**config.mk**
```make
export PLATFORM = sky130hd
export DESIGN_NAME = ecpi_cell
export DESIGN_NICKNAME = d
export VERILOG_FILES = /design/src/rtl/core/ecpi_pkg.sv /design/src/rtl/core/ecpi_cell.sv
export SDC_FILE = /design/constraint.sdc
export NUM_CORES = 1
export LEC_CHECK = 0
export ABC_CLOCK_PERIOD_IN_PS = 2400
export BUFFER_PORTS_ARGS = -buffer_cell sky130_fd_sc_hd__buf_2
export CORE_MARGIN = 8
export CORE_UTILIZATION = 29
export CTS_CLUSTER_SIZE = 10
export DETAILED_ROUTE_END_ITERATION = 7
export SYNTH_ARGS = -nofsm -noshare
export SYNTH_HDL_FRONTEND = slang
export SYNTH_SLANG_ARGS = --single-unit
export TNS_END_PERCENT = 30
```
**constraint.sdc**
```tcl
create_clock -name clk -period 2.4 [get_ports clk]
set_clock_uncertainty 0.2 [all_clocks]
set_input_delay 0.12 -clock clk [delete_from_list [all_inputs] [get_ports clk]]
set_output_delay 0.12 -clock clk [all_outputs]
set_load 0.05 [all_outputs]
```
**src/rtl/core/ecpi_pkg.sv**
```systemverilog
`timescale 1ns / 1ps
`default_nettype none
package ecpi_pkg;

	localparam int PALETTE_DEPTH = 256;
	localparam int IDX_W         = $clog2(PALETTE_DEPTH);
	localparam int CNT_W         = $clog2(PALETTE_DEPTH + 1);
	localparam int COLOR_W       = 24;
	localparam int TOTAL_W       = 25;
	localparam int PCNT_W        = 24;
	localparam int SLOT_W        = 8;
	localparam int USED_W        = 9;

	localparam logic [1:0] OP_PIXEL = 2'd0;
	localparam logic [1:0] OP_READ  = 2'd1;
	localparam logic [1:0] OP_START = 2'd2;

	typedef struct packed {
		logic [1:0] opcode;
		logic [7:0] red;
		logic [7:0] green;
		logic [7:0] blue;
		logic [7:0] entry_select;
	} pixel_t;

	typedef struct packed {
		logic [SLOT_W-1:0] color_slot;
		logic              status;
		logic              overflow_seen;
		logic              image_complete;
		logic [USED_W-1:0] colors_used;
		logic [7:0]        entry_red;
		logic [7:0]        entry_green;
		logic [7:0]        entry_blue;
	} result_t;

	// Item walking down the cell row.
	typedef struct packed {
		logic [1:0]         opcode;
		logic [COLOR_W-1:0] color;
		logic [7:0]         sel;
		logic               found;
		logic [IDX_W-1:0]   slot;
		logic [COLOR_W-1:0] rd;
	} token_t;

	// Palette insert broadcast to the cells.
	typedef struct packed {
		logic               en;
		logic [IDX_W-1:0]   idx;
		logic [COLOR_W-1:0] color;
	} wr_t;

endpackage
`default_nettype wire

```
**src/rtl/core/ecpi_cell.sv**
```systemverilog
`timescale 1ns / 1ps
`default_nettype none
module ecpi_cell (
	input  wire logic                         clk,
	input  wire logic                         arst_n,
	input  wire logic [ecpi_pkg::IDX_W-1:0]   idx,
	input  wire logic [ecpi_pkg::CNT_W-1:0]   count,
	input  wire ecpi_pkg::wr_t                wr,
	input  wire logic                         tok_vld_i,
	input  wire ecpi_pkg::token_t             tok_i,
	output logic                              tok_vld_o,
	output ecpi_pkg::token_t                  tok_o
);

	logic [ecpi_pkg::COLOR_W-1:0] color_q;
	logic                         vld_q;
	ecpi_pkg::token_t             tok_q;
	ecpi_pkg::token_t             tok_nxt;
	logic                         active;

	assign active = ecpi_pkg::CNT_W'(idx) < count;

	always_comb begin
		tok_nxt = tok_i;
		if (active) begin
			if (tok_i.opcode == ecpi_pkg::OP_PIXEL && !tok_i.found && color_q == tok_i.color) begin
				tok_nxt.found = 1'b1;
				tok_nxt.slot  = idx;
			end
			if (tok_i.opcode == ecpi_pkg::OP_READ && tok_i.sel == 8'(idx)) begin
				tok_nxt.rd = color_q;
			end
		end
	end

	always_ff @(posedge clk) begin
		if (wr.en && wr.idx == idx) begin
			color_q <= wr.color;
		end
	end

	always_ff @(posedge clk or negedge arst_n) begin
		if (!arst_n) begin
			vld_q <= 1'b0;
		end else begin
			vld_q <= tok_vld_i;
		end
	end

	always_ff @(posedge clk) begin
		if (tok_vld_i) begin
			tok_q <= tok_nxt;
		end
	end

	assign tok_vld_o = vld_q;
	assign tok_o     = tok_q;

endmodule
`default_nettype wire

```
# --- Yosys cells after proc, flatten, opt, wreduce, memory -nomap -nowiden ---
# Cells that the tools add are included.
word_totals:
  reg_bits: 92
  out_inout_bits: 68
  elab_cells: 22
classes:
  order_cmp: 1
  n_eq_ne: 4
  mux: 3
  n_reduce_logical: 6
op_table:
  columns: ["operator", "n"]
  rows:
  - ["2-to-1 mux 33 bit", 1]
  - ["== test 24 bit", 1]
  - ["2-to-1 mux 24 bit", 1]
  - ["== test 8 bit", 2]
  - ["less-than comparator 8 x 9 -> 1 bit", 1]
  - ["2-to-1 mux 9 bit", 1]
  - ["logical AND 1 bit", 4]
  - ["== test 2 x 1 -> 1 bit (second input constant)", 1]
  - ["zero test 2 bit", 1]
  - ["zero test 1 bit", 1]

# --- Logic depth before layout (Yosys ltp) ---
logic_depth:
  word_depth: 5
  ltp_mapped: 9
  ltp_nobuf: 8

# --- Worst setup path before layout ---
# Ideal clock, no wire load.
synth_path:
  kind: "input to register"
  start: "input port count[3] (netlist bit)"
  end: "register tok_q (netlist bit tok_o[10]) (data pin)"
  setup_ns: 0.260
  t_arrival_ns: 1.722
  path_slack_ns: 0.218
  cell_stages: 9
  n_path_buf: 1
  path_cell_list: "inv_1 > ha_1 > a21o_1 > a21oi_1 > o21ai_1 > a211oi_2 > nand4_4 > buf_6 > mux2_4"
synth_lines:
  columns: ["element", "line_no", "rtl"]
  rows:
  - ["start, declared", "ecpi_cell.sv:7", "input wire logic [ecpi_pkg::CNT_W-1:0] count,"]
  - ["end signal, assigned", "ecpi_cell.sv:52", "tok_q <= tok_nxt;"]
  - ["end, declared", "ecpi_cell.sv:17", "ecpi_pkg::token_t tok_q;"]

==> results.sh <==
export IMPL_rows=42
export IMPL_routed_via_count=2970
export IMPL_fill_cells=1154
export IMPL_cts_tree="done"
export IMPL_worstPathCellList="dlygate4sd3_1, buf_2, xnor2_1, nand4_1, nor4_1, buf_4, nand4_4, buf_12, mux2_4"
export IMPL_ios=188
export IMPL_max_slew_margin_pct=73.65
export IMPL_switchingPower_mw=1.133
export IMPL_clk_pin_slew_ns=0.06
export IMPL_start_util_pct=29.50
export IMPL_grt_max_degree=69
export IMPL_overflow=0
export IMPL_fmax_ghz=0.4280
export IMPL_yosys_cell_types_count=23
export IMPL_avgSynthCellArea_um2=18.63
export IMPL_outcome="finished clean"
export IMPL_synth_fp_nets=335
export IMPL_power_frac_comb_pct=20.6
export IMPL_die_h_um=131.6
export IMPL_root_buffer="clkbuf_16"
export IMPL_postRouteAntennaNets=0
export IMPL_via_per_inst=4.261
export IMPL_port_buffers=187
export IMPL_setup_ws_ns=0.06359
export IMPL_routabilityCongestion=0.7500
export IMPL_post_dp_hpwl_um=8408
export IMPL_p_int_mw=2.887
export IMPL_maxCapViolCount=0
export IMPL_drive_gt1_share_pct=48.08
export IMPL_cellPowerDensity_nw_per_um2=627.4
export IMPL_max_stage_delay_ns=0.54
export IMPL_endpoint_kind="flop"
export IMPL_dieWidth_um=131.6
export IMPL_antenna_found_initial=1
export IMPL_utilization_pct=48.77
export IMPL_first_global_vias=3355
export IMPL_core_area_um2=13140
export IMPL_hold_viol_final=0
export IMPL_ys_ff_latch=92
export IMPL_setup_viol=0
export IMPL_syn2layout_area_growth_pct=65.35
export IMPL_ys_seq_area_share_pct=71.17
export IMPL_layout_commonest_cell="buf_2"
export IMPL_p_clk_share_pct=32.3
export IMPL_wl_um=11870
export IMPL_multi_input_area_um2=1076
export IMPL_clk_path_buf_depth=2
export IMPL_post_route_period_util_pct=97.35
export IMPL_synth_cells=208
export IMPL_place_ws_ns=-0.01605
export IMPL_cts_buffers=9
export IMPL_worst_pin_slew_ns=0.3953
export IMPL_p_seq_share_pct=47.1
export IMPL_slowest_stage="dlygate4sd3_1"
export IMPL_first_iter_violations=116
export IMPL_syn_area_um2=3875
export IMPL_crit_fanout=13
export IMPL_yosysWarnings=0
export IMPL_final_cells=697
export IMPL_drv_slew=0
export IMPL_min_path_type="in2reg"
export IMPL_fin_nets=642
export IMPL_drt_drc_violations_left=0
export IMPL_cts_max_level=3
export IMPL_p_sw_share_pct=28.17
export IMPL_grt_pass1_wl_um=18400
export IMPL_arrival_ns=2.22
export IMPL_clock_latency_ns=0.34
export IMPL_seq_area_um2=2758
export IMPL_dpl_cell_count=583
export IMPL_required_ns=2.29
export IMPL_cts_setup_buffers=0
export IMPL_layout_common_cells="buf_2, dlygate4sd3_1, edfxtp_1, xnor2_1, mux2_4"
export IMPL_dieArea_um2=17320
export IMPL_grt_total_usage_pct=13.63
export IMPL_clkSinkCount=92
export IMPL_period_needed_ns=2.336
export IMPL_power_leakage_nw=2.745
export IMPL_route_detailed_wl_per_inst_um=17.04
export IMPL_irDropWorstVdd_mv=0.2845
export IMPL_crit_path_start_kind="primary input"
export IMPL_worstSetupPathType="in2reg"
export IMPL_first_pass_iters=4
## layer usage
layer / share of wire, % / global-route usage [%] / vias up
met2: 51 / 23.20 / 109
met4: 2.2 / 6.509 / 0
met1: 41 / 15.30 / 1434
li1: - / - / 1411
met3: 5.9 / 4.192 / 16
met5: 0 / 0 / -
## state kept, by name (all words and copies together) (netlist names)
signal     flops
color_q       24
tok_vld_o      1
tok_o         67
## cell type report
class / count / share of cell area [%]
clock buffers: 12 / 3.691
well taps: 176 / 3.437
repair buffers: 298 / 32.18
clock inverters: 4 / 0.4101
inverters: 7 / 0.4101
flip-flops and latches: 92 / 43.04
multi-input cells: 107 / 16.79
diodes: 1 / 0.03905
## through the flow
stage	hold slack [ns]	cell area (um2)	TNS [ns]	power (mW)
after floorplan	-0.3756	3875	0	2.362
after detailed placement	-0.3022	5151	-0.06443	2.630
after global placement	-0.3046	5151	0	2.621
after global routing	0.02401	6407	-0.01906	4.175
after CTS	0.01491	6395	0	4.059
final	0.002672	6407	0	4.020
## repair_timing
| action | in CTS | in global routing |
|---|---|---|
| resized for setup | 0 | 4 |
| setup endpoints to repair | 0 | 28 |
| hold buffers | 98 | 0 |
| endpoints found under the hold margin | 92 | 0 |
## power by group through the flow
stage,logic [mW],clock network (mW),registers [mW]
detailed placement,0.701,0,1.93
finish,0.826,1.30,1.89
global route,0.868,1.40,1.90
global placement,0.696,0,1.93
floorplan,0.101,0,2.26
CTS,0.828,1.34,1.89
## critical path, delay by kind of cell
kind / cells / cell delay (ns)
buffers and inverters: 4 / 1.07
multiplexers: 1 / 0.30
XOR/XNOR: 1 / 0.19
AND/OR/NAND/NOR: 3 / 0.54
## synthesized netlist by cell type
cell type	number	area, um2
a211oi_2	1	12.51
a21o_1	2	15.01
a21oi_1	3	15.01
and3_1	1	6.260
and4b_1	1	10.01
buf_6	2	22.52
dfrtp_1	1	25.02
edfxtp_1	91	2733
ha_1	7	87.58
inv_1	7	26.28
mux2_2	12	135.1
mux2_4	20	300.3
nand2b_1	2	12.51
nand3_1	2	10.01
nand4_1	7	43.79
nand4_2	1	12.51
nand4_4	1	21.27
nor2_1	2	7.510
nor3_1	1	5.000
nor4_1	3	18.77
o21ai_1	1	5.000
xnor2_1	33	289.0
xor2_1	7	61.31
## cells by family (layout without fill, tap and decap cells)
logic type,Yosys count,in the layout,synth area share (%)
AND/OR/NAND/NOR,21,21,3.810
flip-flops,92,92,71.17
buffers and inverters,9,321,1.259
AO/OA/AOI/OAI,7,7,1.227
multiplexers,32,32,11.24
XOR/XNOR,40,40,9.041
other,0,1,0
adder cells (fa/ha/maj),7,7,2.260
## worst paths after layout
path                                  start         to  slack, ns  cells past startpoint
worst min-delay path              tok_vld_i  tok_vld_o      0.003                      2
max in group asynchronous            arst_n  tok_vld_o       1.48                      3
worst min register to register   color_q[2]   tok_o[2]       0.40                      1
min in group asynchronous            arst_n  tok_vld_o       0.42                      3
worst max register to register  color_q[11]  tok_o[30]       0.18                      7
worst max-delay path              tok_i[38]  tok_o[15]       0.06                      9
(Power assumes the default switching activity.)
